[config.mk]
export PLATFORM = sky130hd
export DESIGN_NAME = i2c_register_access_master
export DESIGN_NICKNAME = d
export VERILOG_FILES = /design/src/i2cram_pkg.sv /design/src/i2cram_seq.sv /design/src/i2c_register_access_master.sv
export SDC_FILE = /design/constraint.sdc
export NUM_CORES = 1
export LEC_CHECK = 0
export BUFFER_PORTS_ARGS = -buffer_cell sky130_fd_sc_hd__buf_2
export CAP_MARGIN = 10
export CORE_MARGIN = 5
export CORE_UTILIZATION = 37
export DETAILED_ROUTE_END_ITERATION = 7
export PLACE_DENSITY_LB_ADDON = 0.08
export SYNTH_ARGS = -nofsm -noshare
export SYNTH_HDL_FRONTEND = slang
export SYNTH_HIERARCHICAL = 1
export SYNTH_SLANG_ARGS = --single-unit
[constraint.sdc]
create_clock -name clock -period 5.8 [get_ports clock]
set_clock_uncertainty 0.15 [all_clocks]
set_input_delay 1.16 -clock clock [delete_from_list [all_inputs] [get_ports clock]]
set_output_delay 1.16 -clock clock [all_outputs]
set_load 0.05 [all_outputs]
[src/i2cram_pkg.sv]
// Package for the I2C register access master.
// Holds the item types, the sequencer state encoding and fixed constants.
// Depends on nothing; used by all files in src.
package i2cram_pkg;

   localparam int unsigned BITS_PER_BYTE = 8;

   localparam logic [6:0]  DEVICE_ADDRESS_RESET = 7'd104;
   localparam logic [15:0] PHASE_TICKS_RESET    = 16'd1000;

   localparam logic [1:0] BYTE_ADDRESS  = 2'd0;
   localparam logic [1:0] BYTE_REGISTER = 2'd1;
   localparam logic [1:0] BYTE_DATA     = 2'd2;
   localparam logic [1:0] BYTE_READ     = 2'd3;

   localparam logic MODE_WRITE = 1'b0;
   localparam logic MODE_READ  = 1'b1;

   typedef enum logic [0:0] {
      CSR_DEVICE_ADDRESS = 1'b0,
      CSR_PHASE_TICKS    = 1'b1
   } csr_index_type;

   typedef enum logic [12:0] {
      ST_IDLE      = 13'b0000000000001,
      ST_START_HI  = 13'b0000000000010,
      ST_START_LO  = 13'b0000000000100,
      ST_TX_LOW    = 13'b0000000001000,
      ST_TX_HIGH   = 13'b0000000010000,
      ST_ACK_LOW   = 13'b0000000100000,
      ST_ACK_HIGH  = 13'b0000001000000,
      ST_RX_LOW    = 13'b0000010000000,
      ST_RX_HIGH   = 13'b0000100000000,
      ST_NACK_LOW  = 13'b0001000000000,
      ST_NACK_HIGH = 13'b0010000000000,
      ST_STOP_LO   = 13'b0100000000000,
      ST_STOP_HI   = 13'b1000000000000
   } step_type;

   typedef struct packed {
      logic       request;
      logic       mode;
      logic [7:0] reg_address;
      logic [7:0] write_data;
      logic       sda_in;
   } req_type;

   typedef struct packed {
      logic       scl_level;
      logic       sda_drive;
      logic       sda_level;
      logic       busy_res;
      logic       done_res;
      logic [7:0] read_data;
   } rsp_type;

endpackage

[src/i2cram_seq.sv]
// Bus sequencer of the I2C register access master.
// Holds the transaction state and computes the bus levels for one tick item.
// Depends on i2cram_pkg.
module i2cram_seq (
   input  logic                clock,
   input  logic                reset,
   input  logic                step_en,
   input  i2cram_pkg::req_type item,
   input  logic [6:0]          device_address,
   input  logic [15:0]         phase_ticks,
   output i2cram_pkg::rsp_type result
);

   i2cram_pkg::step_type step_ff, step_in;
   logic [3:0]  bit_cnt_ff, bit_cnt_in;
   logic [1:0]  byte_cnt_ff, byte_cnt_in;
   logic [7:0]  tx_ff, tx_in;
   logic [7:0]  rx_ff, rx_in;
   logic [15:0] timer_ff, timer_in;
   logic        mode_ff, mode_in;
   logic [7:0]  reg_ff, reg_in;
   logic [7:0]  data_ff, data_in;
   logic [7:0]  last_read_ff, last_read_in;

   always_comb begin
      logic [15:0] limit;
      logic [16:0] timer_next;
      logic [3:0]  bit_next;
      logic        scl;
      logic        drive;
      logic        level;
      logic        busy;
      logic        done;

      step_in      = step_ff;
      bit_cnt_in   = bit_cnt_ff;
      byte_cnt_in  = byte_cnt_ff;
      tx_in        = tx_ff;
      rx_in        = rx_ff;
      timer_in     = timer_ff;
      mode_in      = mode_ff;
      reg_in       = reg_ff;
      data_in      = data_ff;
      last_read_in = last_read_ff;
      scl          = 1'b1;
      drive        = 1'b0;
      level        = 1'b0;
      busy         = 1'b0;
      done         = 1'b0;
      limit        = (phase_ticks == 16'd0) ? 16'd1 : phase_ticks;
      timer_next   = {1'b0, timer_ff} + 17'd1;
      bit_next     = bit_cnt_ff + 4'd1;

      if (step_ff == i2cram_pkg::ST_IDLE && item.request) begin
         mode_in     = item.mode;
         reg_in      = item.reg_address;
         data_in     = item.write_data;
         byte_cnt_in = i2cram_pkg::BYTE_ADDRESS;
         bit_cnt_in  = 4'd0;
         timer_in    = 16'd0;
         step_in     = i2cram_pkg::ST_START_HI;
         timer_next  = 17'd1;
         bit_next    = 4'd1;
      end

      case (step_in)
         i2cram_pkg::ST_START_HI: begin
            drive = 1'b1;
            level = 1'b1;
         end
         i2cram_pkg::ST_START_LO: begin
            drive = 1'b1;
         end
         i2cram_pkg::ST_TX_LOW: begin
            scl   = 1'b0;
            drive = 1'b1;
            level = tx_ff[7];
         end
         i2cram_pkg::ST_TX_HIGH: begin
            drive = 1'b1;
            level = tx_ff[7];
         end
         i2cram_pkg::ST_ACK_LOW, i2cram_pkg::ST_RX_LOW, i2cram_pkg::ST_NACK_LOW: begin
            scl = 1'b0;
         end
         i2cram_pkg::ST_STOP_LO: begin
            scl   = 1'b0;
            drive = 1'b1;
         end
         i2cram_pkg::ST_STOP_HI: begin
            drive = 1'b1;
         end
         default: begin
         end
      endcase

      if (step_in != i2cram_pkg::ST_IDLE) begin
         busy = 1'b1;
         if (timer_next < {1'b0, limit}) begin
            timer_in = timer_next[15:0];
         end else begin
            timer_in = 16'd0;
            case (step_in)
               i2cram_pkg::ST_START_HI: step_in = i2cram_pkg::ST_START_LO;
               i2cram_pkg::ST_START_LO: begin
                  tx_in      = {device_address, byte_cnt_in == i2cram_pkg::BYTE_READ};
                  bit_cnt_in = 4'd0;
                  step_in    = i2cram_pkg::ST_TX_LOW;
               end
               i2cram_pkg::ST_TX_LOW: step_in = i2cram_pkg::ST_TX_HIGH;
               i2cram_pkg::ST_TX_HIGH: begin
                  tx_in = {tx_ff[6:0], 1'b0};
                  if (bit_next >= 4'(i2cram_pkg::BITS_PER_BYTE)) begin
                     bit_cnt_in = 4'd0;
                     step_in    = i2cram_pkg::ST_ACK_LOW;
                  end else begin
                     bit_cnt_in = bit_next;
                     step_in    = i2cram_pkg::ST_TX_LOW;
                  end
               end
               i2cram_pkg::ST_ACK_LOW: step_in = i2cram_pkg::ST_ACK_HIGH;
               i2cram_pkg::ST_ACK_HIGH: begin
                  if (byte_cnt_in == i2cram_pkg::BYTE_ADDRESS) begin
                     byte_cnt_in = i2cram_pkg::BYTE_REGISTER;
                     tx_in       = reg_in;
                     bit_cnt_in  = 4'd0;
                     step_in     = i2cram_pkg::ST_TX_LOW;
                  end else if (byte_cnt_in == i2cram_pkg::BYTE_REGISTER &&
                               mode_in == i2cram_pkg::MODE_WRITE) begin
                     byte_cnt_in = i2cram_pkg::BYTE_DATA;
                     tx_in       = data_in;
                     bit_cnt_in  = 4'd0;
                     step_in     = i2cram_pkg::ST_TX_LOW;
                  end else if (byte_cnt_in == i2cram_pkg::BYTE_REGISTER) begin
                     byte_cnt_in = i2cram_pkg::BYTE_DATA;
                     step_in     = i2cram_pkg::ST_STOP_LO;
                  end else if (byte_cnt_in == i2cram_pkg::BYTE_READ &&
                               mode_in == i2cram_pkg::MODE_READ) begin
                     rx_in      = 8'd0;
                     bit_cnt_in = 4'd0;
                     step_in    = i2cram_pkg::ST_RX_LOW;
                  end else begin
                     step_in = i2cram_pkg::ST_STOP_LO;
                  end
               end
               i2cram_pkg::ST_RX_LOW: step_in = i2cram_pkg::ST_RX_HIGH;
               i2cram_pkg::ST_RX_HIGH: begin
                  rx_in = {rx_ff[6:0], item.sda_in};
                  if (bit_next >= 4'(i2cram_pkg::BITS_PER_BYTE)) begin
                     bit_cnt_in   = 4'd0;
                     last_read_in = rx_in;
                     step_in      = i2cram_pkg::ST_NACK_LOW;
                  end else begin
                     bit_cnt_in = bit_next;
                     step_in    = i2cram_pkg::ST_RX_LOW;
                  end
               end
               i2cram_pkg::ST_NACK_LOW: step_in = i2cram_pkg::ST_NACK_HIGH;
               i2cram_pkg::ST_NACK_HIGH: step_in = i2cram_pkg::ST_STOP_LO;
               i2cram_pkg::ST_STOP_LO: step_in = i2cram_pkg::ST_STOP_HI;
               i2cram_pkg::ST_STOP_HI: begin
                  if (mode_in == i2cram_pkg::MODE_READ &&
                      byte_cnt_in == i2cram_pkg::BYTE_DATA) begin
                     byte_cnt_in = i2cram_pkg::BYTE_READ;
                     step_in     = i2cram_pkg::ST_START_HI;
                  end else begin
                     step_in = i2cram_pkg::ST_IDLE;
                     done    = 1'b1;
                  end
               end
               default: step_in = i2cram_pkg::ST_IDLE;
            endcase
         end
      end

      result.scl_level = scl;
      result.sda_drive = drive;
      result.sda_level = level;
      result.busy_res  = busy;
      result.done_res  = done;
      result.read_data = last_read_in;
   end

   always_ff @(posedge clock) begin
      if (reset) begin
         step_ff      <= i2cram_pkg::ST_IDLE;
         bit_cnt_ff   <= 4'd0;
         byte_cnt_ff  <= 2'd0;
         tx_ff        <= 8'd0;
         rx_ff        <= 8'd0;
         timer_ff     <= 16'd0;
         mode_ff      <= 1'b0;
         reg_ff       <= 8'd0;
         data_ff      <= 8'd0;
         last_read_ff <= 8'd0;
      end else if (step_en) begin
         step_ff      <= step_in;
         bit_cnt_ff   <= bit_cnt_in;
         byte_cnt_ff  <= byte_cnt_in;
         tx_ff        <= tx_in;
         rx_ff        <= rx_in;
         timer_ff     <= timer_in;
         mode_ff      <= mode_in;
         reg_ff       <= reg_in;
         data_ff      <= data_in;
         last_read_ff <= last_read_in;
      end
   end

   a_hold_without_item: assert property (@(posedge clock) disable iff (reset)
      !step_en |=> $stable(step_ff) && $stable(timer_ff))
      else $error("sequencer state moved without an item");

   a_bit_count_range: assert property (@(posedge clock) disable iff (reset)
      bit_cnt_ff < 4'(i2cram_pkg::BITS_PER_BYTE))
      else $error("bit counter out of range");

   a_idle_clean: assert property (@(posedge clock) disable iff (reset)
      step_ff == i2cram_pkg::ST_IDLE |-> timer_ff == 16'd0)
      else $error("phase timer running while idle");

endmodule

[src/i2c_register_access_master.sv]
// Top level of the I2C register access master.
// Holds the configuration registers, the result register and the handshakes.
// Depends on i2cram_pkg and i2cram_seq.

// Each accepted item is one bus tick, and the block takes one item in every clock
// cycle while the result side keeps up; its result is registered in the result
// register in the cycle after acceptance. The sequencer computes one full state
// step combinationally between its state registers and the result register.
// A new item is taken while a finished result waits, as long as that result is
// delivered in the same cycle. device_address (index 0) and phase_ticks (index 1)
// are written through the csr_ port and take effect on the next item.
module i2c_register_access_master (
   input  logic                clock,
   input  logic                reset,
   input  logic                req_valid,
   output logic                req_stall,
   input  i2cram_pkg::req_type req_data,
   output logic                rsp_valid,
   input  logic                rsp_stall,
   output i2cram_pkg::rsp_type rsp_data,
   input  logic                csr_we,
   input  logic [0:0]          csr_index,
   input  logic [15:0]         csr_wdata
);

   logic [6:0]  dev_addr_ff;
   logic [15:0] phase_ticks_ff;
   logic        rsp_valid_ff;
   i2cram_pkg::rsp_type rsp_data_ff;
   i2cram_pkg::rsp_type step_result;
   logic        accept;

   assign req_stall = rsp_valid_ff && rsp_stall;
   assign accept    = req_valid && !req_stall;
   assign rsp_valid = rsp_valid_ff;
   assign rsp_data  = rsp_data_ff;

   i2cram_seq u_seq (
      .clock          (clock),
      .reset          (reset),
      .step_en        (accept),
      .item           (req_data),
      .device_address (dev_addr_ff),
      .phase_ticks    (phase_ticks_ff),
      .result         (step_result)
   );

   always_ff @(posedge clock) begin
      if (reset) begin
         dev_addr_ff    <= i2cram_pkg::DEVICE_ADDRESS_RESET;
         phase_ticks_ff <= i2cram_pkg::PHASE_TICKS_RESET;
      end else if (csr_we) begin
         case (csr_index)
            i2cram_pkg::CSR_DEVICE_ADDRESS: dev_addr_ff <= csr_wdata[6:0];
            i2cram_pkg::CSR_PHASE_TICKS:    phase_ticks_ff <= csr_wdata;
            default: begin
            end
         endcase
      end
   end

   always_ff @(posedge clock) begin
      if (reset) begin
         rsp_valid_ff <= 1'b0;
      end else if (accept) begin
         rsp_valid_ff <= 1'b1;
      end else if (!rsp_stall) begin
         rsp_valid_ff <= 1'b0;
      end
   end

   always_ff @(posedge clock) begin
      if (accept) begin
         rsp_data_ff <= step_result;
      end
   end

   a_done_while_busy: assert property (@(posedge clock) disable iff (reset)
      rsp_valid && rsp_data.done_res |-> rsp_data.busy_res)
      else $error("done item without busy");

   a_idle_bus_released: assert property (@(posedge clock) disable iff (reset)
      rsp_valid && !rsp_data.busy_res |-> rsp_data.scl_level && !rsp_data.sda_drive)
      else $error("bus driven while idle");

   a_level_needs_drive: assert property (@(posedge clock) disable iff (reset)
      rsp_valid && !rsp_data.sda_drive |-> !rsp_data.sda_level)
      else $error("data level set while released");

   a_result_follows_accept: assert property (@(posedge clock) disable iff (reset)
      accept |=> rsp_valid)
      else $error("accepted item produced no result");

endmodule

-- Word-level counts from Yosys, hierarchy flattened
Cells that the tools add are included.
- add/sub/neg operators: 2
- multiply operators: 0
- divide/modulo/power cells: 0
- order comparisons: 2
- equality and inequality tests: 23
- shift-type cells: 0
- multiplexer cells: 56
- bitwise logic cells: 5
- reduce and logical (&&, ||, !) cells: 22
- operators by type and width (cell ; count):
    one-hot mux 13 bit (12 select lines) ; 1
    2-to-1 mux 13 bit ; 6
    2-to-1 mux 16 bit ; 4
    2-to-1 mux 8 bit ; 8
    2-to-1 mux 4 bit ; 9
    2-to-1 mux 7 bit ; 4
    one-hot mux 8 bit (3 select lines) ; 1
    adder 16 x 1 -> 17 bit, second input constant ; 1
    less-than comparator 17 x 16 -> 1 bit ; 1
    2-to-1 mux 17 bit ; 1
    zero test 16 bit ; 1
    2-to-1 mux 2 bit ; 8
    one-hot mux 7 bit (2 select lines) ; 1
    equality test 13 x 1 -> 1 bit, second input constant ; 1
    equality test 13 x 10 -> 1 bit, second input constant ; 1
    equality test 13 x 11 -> 1 bit, second input constant ; 1
    equality test 13 x 12 -> 1 bit, second input constant ; 1
    equality test 13 bit, second input constant ; 1
    equality test 13 x 2 -> 1 bit, second input constant ; 1
    equality test 13 x 3 -> 1 bit, second input constant ; 1
    equality test 13 x 4 -> 1 bit, second input constant ; 1
    equality test 13 x 5 -> 1 bit, second input constant ; 1
    equality test 13 x 6 -> 1 bit, second input constant ; 1
    equality test 13 x 7 -> 1 bit, second input constant ; 1
    other kinds (30) ; 53
- register bits after elaboration: 112
- latch bits: 0
- bits in writable memories: 0
- memory bits (read-only): 0
- output and inout port bits: 15
- word-level logic and storage cells: 129
- memories kept: 0

-- Depth between registers and ports, before layout
Gate-level depths: netlist of the first run.
- depth after elaboration: 12
- depth in mapped cells: 17
- depth with buffers taken out: 14

-- By module
The synthesis of the first run kept the hierarchy.
- by module, submodules not included (module ; times used ; cells an instance ; area an instance (µm²) ; seq. area each (µm²)):
    i2cram_seq ; 1 ; 577 ; 4704.5 ; 1501.4
    i2c_register_access_master ; 1 ; 112 ; 1396.3 ; 870.8

-- Worst setup path before layout of the first run
No wires, ideal clock.
- path type: input to register
- from: in req_data[18] (netlist name)
- to: reg rsp_data_ff (netlist bit rsp_data[0]), data pin
- setup time: 0.260 ns
- arrival time: 3.806 ns
- setup slack: 1.584 ns
- stages: 13
- cells stage by stage: nand3b_1 -> nor4_4 -> buf_2 -> nor2_1 -> ha_1 -> a21o_1 -> a21o_1 -> a211oi_1 -> o21a_1 -> a21oi_1 -> and3_1 -> buf_4 -> mux2_2
- RTL lines (item ; RTL line ; RTL):
    start: declaration ; i2c_register_access_master.sv:17 ; input i2cram_pkg::req_type req_data,
    end signal: assignment ; i2c_register_access_master.sv:74 ; rsp_data_ff <= step_result;
    end: declaration ; i2c_register_access_master.sv:29 ; i2cram_pkg::rsp_type rsp_data_ff;

==> flow_metrics.env, run 1 <==
export IMPL_hold_end="u_seq/reg_ff[1]"
export IMPL_holdPathStages=2
export IMPL_htreeDepth=3
export IMPL_path_delay_family="simple AND/OR/NAND/NOR gates"
export IMPL_finalSetupViolations=0
export IMPL_grt_use_total=0.172
export IMPL_start_util=0.372
export IMPL_dieArea_sq_um=19200
export IMPL_syn_inst=689
export IMPL_post_cts_buffers=0
export IMPL_detail_route_antenna_nets=0
export IMPL_portBuffers=55
export IMPL_diodes=0
export IMPL_syn2layout_area_growth_pct=11.8
export IMPL_post_dp_hpwl_mm=11.6
export IMPL_synth_edff_count=13
export IMPL_vias=5149
export IMPL_wl_mm=16.1
export IMPL_finalCriticalPeriod_ps=4760
export IMPL_antenna_found_initial=0
export IMPL_hp_class="flip-flop to flip-flop"
export IMPL_synth_cell_area_sq_um=6100
export IMPL_crit_arrival_ps=4730
export IMPL_synth_seq_area_share=0.389
export IMPL_synth_seq_cells=112
export IMPL_synth_nets=751
export IMPL_ios=56
export IMPL_grt_pass1_wl_mm=27.2
export IMPL_grt_pass1_vias=5180
export IMPL_root_buffer="clkbuf_16"
export IMPL_ys_flop_type="dfxtp_1"
export IMPL_synthTopCellsByArea="dfxtp_1, edfxtp_1, nand2_1, a21oi_1, ha_1"
export IMPL_yosys_area_top_type_share=0.325
export IMPL_reg2reg_to="rsp_data[3]"
export IMPL_fin_nets=783
export IMPL_grt_setup_unrepaired="false"
export IMPL_powerDensity_nw_per_um2=247
export IMPL_ir_drop_mv=0.133
export IMPL_grt_max_degree=58
export IMPL_worst_path_max_delay_cell="or4_1"
export IMPL_endpoint_kind="flip-flop"
export IMPL_slew_violations=0
export IMPL_cts_tree="built"
export IMPL_period_share=0.821
export IMPL_core_area_sq_um=16400
export IMPL_place_gp_congestion=0.868
export IMPL_hold_slack_ps=302
export IMPL_dr_pass1_iters=4
export IMPL_outcome="complete, no violations"
export IMPL_slew_headroom=0.359
export IMPL_worstPathRequired_ps=5760
export IMPL_die_h_um=138
export IMPL_worst_pin_slew_ps=961
export IMPL_startpoint_type="flip-flop"
export IMPL_critPathMaxFanout=14
export IMPL_overflow=0
export IMPL_avgViaCountPerCell=5.44
export IMPL_ys_warn_count=6
export IMPL_drt_initial_drc_count=361
export IMPL_clk_latency_ps=370
export IMPL_path_class="flip-flop to flip-flop"
export IMPL_finalPower_mw=1.68
export IMPL_clock_path_buffers=2
export IMPL_cts_buffers=9
export IMPL_syn_area_per_cell_sq_um=8.85
export IMPL_drc=0
export IMPL_fp_row_count=47
export IMPL_postCtsHoldBufs=0
export IMPL_synthArstFlopShare=0
export IMPL_die_x_um=138
export IMPL_yosysUniqueCellTypes=72
export IMPL_maxCapViolCount=0
export IMPL_r2r_cells=12
export IMPL_fin_cells=946
export IMPL_fmax_mhz=210
export IMPL_path_cells="or4_1 -> nor3_1 -> and3_1 -> nor2_1 -> ha_1 -> nand2_1 -> o21ai_0 -> o21ai_0 -> o21a_1 -> a21oi_1 -> and3_1 -> mux2_2"
export IMPL_synth_largest_area_cell="dfxtp_1"
export IMPL_min_from="u_seq/reg_ff[1]"
export IMPL_clk_pin_slew_worst_paths_ps=70
export IMPL_cpPeakStageDelay_ps=710
export IMPL_wl_per_cell_um=17.0
export IMPL_post_cts_resized=0
export IMPL_p_leak_nw=2.76
export IMPL_final_layout_size_suffix_gt1_frac=0.179
export IMPL_hold_viol=0
export IMPL_cts_sinks=112
export IMPL_crit_buf_inv=0
export IMPL_r2r_start="u_seq/step_ff[4]"
export IMPL_tns_ps=0
export IMPL_placedCellCount=930
export IMPL_r2r_setup_slack_ps=1040
metrics by stage:
step | area (sq um) | worst slack (ps) | utilization
6_report | 6820 | 1040 | 0.416
5_1_grt | 6820 | 665 | 0.416
4_1_cts | 6820 | 1050 | 0.416
3_5_place_dp | 6490 | 1030 | 0.395
3_3_place_gp | 6490 | 1080 | 0.395
2_1_floorplan | 6100 | 1580 | -
kinds of logic after synthesis:
group	count (synthesis)	synth area share
AND/OR/NAND/NOR	289	0.246
AO/OA/AOI/OAI	140	0.156
flip-flops	112	0.389
buffers and inverters	68	0.0535
multiplexers	43	0.0900
adder cells (fa/ha/maj)	21	0.0431
XOR/XNOR	16	0.0230
routing by layer:
metal / global-route usage / vias up / wire length [um]
met1: 0.250 / 2461 / 7960
met4: 0.0536 / 0 / 262
li1: - / 2543 / -
met2: 0.259 / 126 / 7110
met3: 0.0307 / 19 / 726
met5: 0 / - / 0
synthesized netlist by cell type, types with 8 or more instances:
library cell and instances:
clkbuf_1 21, dfxtp_1 99, o21ai_0 10, ha_1 21
xor2_1 10, nor4_1 12, buf_2 12, mux2i_1 20
and3_1 10, nand2b_1 18, edfxtp_1 13, a21oi_1 60
a31o_2 8, nand2_1 83, and4_1 13, mux4_2 8
mux2_2 15, nor2b_1 14, nor2_1 54, inv_1 24
nand3_1 36, a22oi_1 8
power by group:
part           switching, mW  internal [mW]  total, mW
Clock                  0.308          0.392      0.700
Sequential            0.0147          0.804      0.819
Combinational          0.110         0.0545      0.165
placed cells by master, fill, tap and decap left out, types with 4 or more instances in the layout:
| master | Yosys | routed |
|---|---|---|
| and4_1 | 13 | 13 |
| nor2_1 | 54 | 54 |
| and3_1 | 10 | 10 |
| xnor2_1 | 6 | 6 |
| o21ai_0 | 10 | 10 |
| a22oi_1 | 8 | 8 |
| mux4_2 | 8 | 8 |
| xor2_1 | 10 | 10 |
| a21bo_2 | 5 | 5 |
| nor3_1 | 7 | 7 |
| a21oi_1 | 60 | 60 |
| or3_1 | 4 | 4 |
| buf_4 | 2 | 9 |
| o211ai_1 | 4 | 4 |
| a22o_1 | 4 | 4 |
| inv_1 | 24 | 24 |
| mux2_2 | 15 | 15 |
| buf_2 | 12 | 55 |
| nand3_1 | 36 | 36 |
| edfxtp_1 | 13 | 13 |
| nand2_1 | 83 | 83 |
| nor2b_1 | 14 | 13 |
| and2_1 | 6 | 6 |
| mux2i_1 | 20 | 20 |
| ha_1 | 21 | 21 |
| dfxtp_1 | 99 | 99 |
| a31o_2 | 8 | 8 |
| nand2b_1 | 18 | 18 |
| clkbuf_16 | 0 | 11 |
| or4_1 | 6 | 6 |
| nor4_1 | 12 | 12 |
| a211o_1 | 4 | 4 |
| a211oi_1 | 6 | 6 |
| a21o_1 | 4 | 4 |
| nand4_1 | 7 | 7 |
state kept, by name, summed over array words and instances, names as in the netlist:
| signal | count |
|---|---|
| rsp_data | 13 |
| u_seq/tx_ff | 8 |
| u_seq/timer_ff | 16 |
| u_seq/mode_ff | 1 |
| u_seq/bit_cnt_ff | 4 |
| u_seq/data_ff | 8 |
| u_seq/rx_ff | 7 |
| u_seq/last_read_ff | 8 |
| phase_ticks_ff | 16 |
| rsp_valid | 1 |
| u_seq/reg_ff | 8 |
| u_seq/step_ff | 13 |
| dev_addr_ff | 7 |
| u_seq/byte_cnt_ff | 2 |
layout make-up:
cell class,count,area [sq um]
Clock buffer,12,279
Clock inverter,4,55.1
Fill cell,1631,9580
Inverter,25,93.8
Multi-Input combinational cell,509,3400
Sequential cell,112,2370
Tap cell,220,275
Timing Repair Buffer,64,343
worst register-to-register path: stages, from the launching register on:
cell     delay, ps
dfxtp_1        400
or4_1          710
nor3_1         290
and3_1         530
nor2_1         160
ha_1           350
nand2_1         60
o21ai_0        240
o21ai_0        190
o21a_1         230
a21oi_1        360
and3_1         470
mux2_2         380
worst max-delay path by stage:
| stage | start | end | slack (ps) | cells after the start |
|---|---|---|---|---|
| 2_1_floorplan | req_data[18] | rsp_data[0] | 1580 | 13 |
| 3_3_place_gp | req_data[18] | rsp_data[2] | 1080 | 12 |
| 3_5_place_dp | req_data[18] | rsp_data[1] | 1030 | 12 |
| 4_1_cts | u_seq/step_ff[4] | rsp_data[1] | 1050 | 12 |
| 5_1_grt | u_seq/step_ff[5] | rsp_data[1] | 670 | 12 |
| 6_report | u_seq/step_ff[4] | rsp_data[3] | 1040 | 12 |
Power figures use the tool's default switching activity.
==> run 2: changes to the inputs <==
--- a/config.mk
+++ b/config.mk
@@ -5,6 +5,7 @@
 export SDC_FILE = /design/constraint.sdc
 export NUM_CORES = 1
 export LEC_CHECK = 0
+export ABC_AREA = 1
 export BUFFER_PORTS_ARGS = -buffer_cell sky130_fd_sc_hd__buf_2
 export CAP_MARGIN = 10
 export CORE_MARGIN = 5
==> constraint.sdc (replaced) <==
create_clock -name clock -period 4.4 [get_ports clock]
set_clock_uncertainty 0.15 [all_clocks]
set_input_delay 0.88 -clock clock [delete_from_list [all_inputs] [get_ports clock]]
set_output_delay 0.88 -clock clock [all_outputs]
set_load 0.05 [all_outputs]
==> run 2 against run 1 <==
Highest routed layer unchanged. Cell count grew 32%. First-iteration DRC count shrank 9.1%. Sequential power grew 34%. Design area grew 9.4%. Wire length grew 11%. Die area grew 10%. Critical path depth grew 8. Clock power grew 16%. Sequential cell count is the same.
==> flow_metrics.env, run 2 <==
export IMPL_syn_area_per_cell_sq_um=6.93
export IMPL_core_area_sq_um=18000
export IMPL_synth_largest_area_cell="dfxtp_1"
export IMPL_grt_pass1_wl_mm=29.4
export IMPL_startpoint_type="flip-flop"
export IMPL_dr_pass1_iters=5
export IMPL_grt_pass1_vias=5906
export IMPL_worst_pin_slew_ps=848
export IMPL_synthTopCellsByArea="dfxtp_1, nand2_1, inv_1, a21oi_1, edfxtp_1"
export IMPL_cp_common_cell="nand2_1"
export IMPL_postCtsHoldBufs=0
export IMPL_fmax_mhz=264
export IMPL_cts_tree="built"
export IMPL_vias=6226
export IMPL_final_layout_size_suffix_gt1_frac=0.157
export IMPL_clock_path_buffers=2
export IMPL_cts_buffers=9
export IMPL_overflow=0
export IMPL_finalSetupViolations=0
export IMPL_maxCapViolCount=0
export IMPL_path_cells="ha_1 -> nand2_1 -> nor2_2 -> nand2_1 -> nor2_1 -> nand2_1 -> inv_1 -> nand2_1 -> a211oi_1 -> ha_1 -> a21o_1 -> a21oi_1 -> nand2_1 -> clkinv_1 -> nand2_2 -> nor2_8 -> nand2_8 -> nor2_8 -> o21ai_0 -> a21oi_1"
export IMPL_dieArea_sq_um=21100
export IMPL_antenna_found_initial=0
export IMPL_ir_drop_mv=0.209
export IMPL_fin_nets=1078
export IMPL_wl_mm=17.8
export IMPL_placedCellCount=1234
export IMPL_grt_use_total=0.166
export IMPL_switchingPower_mw=0.703
export IMPL_min_from="u_seq/tx_ff[1]"
export IMPL_drt_initial_drc_count=328
export IMPL_root_buffer="clkbuf_16"
export IMPL_cts_sinks=112
export IMPL_diodes=0
export IMPL_final_common_cell="nand2_1"
export IMPL_place_gp_congestion=0.892
export IMPL_layout_common_cells="nand2_1, inv_1, dfxtp_1"
export IMPL_start_util=0.376
export IMPL_period_share=0.861
export IMPL_synthArstFlopShare=0
export IMPL_synth_seq_cells=112
export IMPL_worst_slack_ps=612
export IMPL_syn_inst=979
export IMPL_yosys_area_top_type_share=0.292
export IMPL_reg_top3="phase_ticks_ff: 16 flops, u_seq/timer_ff: 16 flops"
export IMPL_post_cts_buffers=0
export IMPL_clk_pin_slew_worst_paths_ps=80
export IMPL_worst_path_max_delay_cell="dfxtp_1"
export IMPL_critPathLaunch="u_seq/timer_ff[0]"
export IMPL_crit_buf_inv=2
export IMPL_sequentialPowerShare=0.477
export IMPL_drc=0
export IMPL_grt_max_degree=51
export IMPL_synth_edff_count=13
export IMPL_critPathMaxFanout=45
export IMPL_crit_arrival_ps=3920
export IMPL_p_leak_nw=3.24
export IMPL_pre_cts_ws_ps=458
export IMPL_ios=56
export IMPL_yosysMostFrequentCell="nand2_1"
export IMPL_hp_class="flip-flop to flip-flop"
export IMPL_post_dp_hpwl_mm=13.1
export IMPL_clockPowerShare=0.352
export IMPL_endpoint_kind="flip-flop"
export IMPL_portBuffers=55
export IMPL_path_delay_family="simple AND/OR/NAND/NOR gates"
export IMPL_cpPeakStageDelay_ps=380
export IMPL_synth_seq_area_share=0.350
export IMPL_fillCellCount=2030
export IMPL_slew_headroom=0.432
export IMPL_htreeDepth=3
export IMPL_powerDensity_nw_per_um2=310
export IMPL_outcome="complete, no violations"
export IMPL_worstPathRequired_ps=4530
export IMPL_avgViaCountPerCell=4.98
export IMPL_wl_per_cell_um=14.2
export IMPL_grt_setup_unrepaired="false"
export IMPL_detail_route_antenna_nets=0
export IMPL_ys_warn_count=6
export IMPL_finalCriticalPeriod_ps=3790
export IMPL_fp_row_count=49
export IMPL_synth_cell_area_sq_um=6780
export IMPL_netSwitchingFraction=0.304
export IMPL_fin_cells=1250
export IMPL_clk_latency_ps=360
export IMPL_yosysUniqueCellTypes=45
export IMPL_r2r_start="u_seq/timer_ff[0]"
export IMPL_die_x_um=145
export IMPL_internal_power_mw=1.61
export IMPL_p_comb_frac=0.171
export IMPL_path_class="flip-flop to flip-flop"
export IMPL_hold_slack_ps=307
export IMPL_ys_flop_type="dfxtp_1"
export IMPL_tns_ps=0
export IMPL_synth_common_cells="nand2_1, inv_1, dfxtp_1"
export IMPL_hold_viol=0
export IMPL_slew_violations=0
export IMPL_die_h_um=145
export IMPL_syn2layout_area_growth_pct=10.0
export IMPL_synth_nets=1041
export IMPL_post_cts_resized=0
## run 2: changes by cell type after synthesis, moves of 20 or more
cell,before,now
a21oi_1,60,82
o21ai_0,10,76
nor2_1,54,91
mux2i_1,20,0
inv_1,24,123
nand2_1,83,221
o21ai_1,1,23
## run 2: worst paths after layout
check / depth (start not counted) / endpoint / slack [ps]
min reg2reg: 2 / u_seq/tx_ff[1] / 310
max: 20 / u_seq/timer_ff[0] / 610
min: 2 / u_seq/tx_ff[1] / 310
max reg2reg: 20 / u_seq/timer_ff[0] / 610
## run 2: per-stage QoR
stage | utilization | instance area [sq um] | power [mW]
detailed placement | 0.398 | 7170 | 1.53
finish | 0.414 | 7460 | 2.31
global route | 0.414 | 7460 | 2.44
floorplan | - | 6780 | 1.42
global placement | 0.398 | 7170 | 1.53
CTS | 0.414 | 7460 | 2.36
## run 2: kinds of logic (layout without fill, tap and decap cells)
| group | count (synthesis) | after routing | synth area share |
|---|---|---|---|
| XOR/XNOR | 3 | 3 | 0.00387 |
| flip-flops | 112 | 112 | 0.350 |
| adder cells (fa/ha/maj) | 21 | 21 | 0.0387 |
| AO/OA/AOI/OAI | 221 | 221 | 0.182 |
| AND/OR/NAND/NOR | 451 | 451 | 0.316 |
| buffers and inverters | 171 | 213 | 0.110 |
## run 2: final cells by class
type                            count  area (sq um)  share of cell area
Clock buffer                       10           239              0.0320
Clock inverter                      6          50.0             0.00671
Inverter                          134           509              0.0682
Multi-Input combinational cell    696          3670               0.492
Sequential cell                   112          2370               0.318
Tap cell                          229           287              0.0384
Timing Repair Buffer               63           335              0.0449
## run 2: per-layer routing
metal | wire length [um] | vias to the layer above | global-route usage | share of wire
met5 | 0 | - | 0 | 0
met4 | 361 | 0 | 0.0555 | 0.020
met3 | 590 | 25 | 0.0268 | 0.033
li1 | - | 3279 | - | -
met1 | 8880 | 2810 | 0.228 | 0.50
met2 | 7960 | 112 | 0.267 | 0.45
## run 2: worst min-delay path, cell delays in order, from the launching register on
cell and delay (ps):
dfxtp_1 300, inv_1 60, a21oi_1 50
## run 2: power groups by stage
stage	Clock (mW)	Sequential, mW	Combinational [mW]
3_5_place_dp	0	1.13	0.401
5_1_grt	0.887	1.11	0.447
3_3_place_gp	0	1.13	0.401
6_report	0.814	1.10	0.395
2_1_floorplan	0	1.16	0.264
4_1_cts	0.856	1.10	0.402
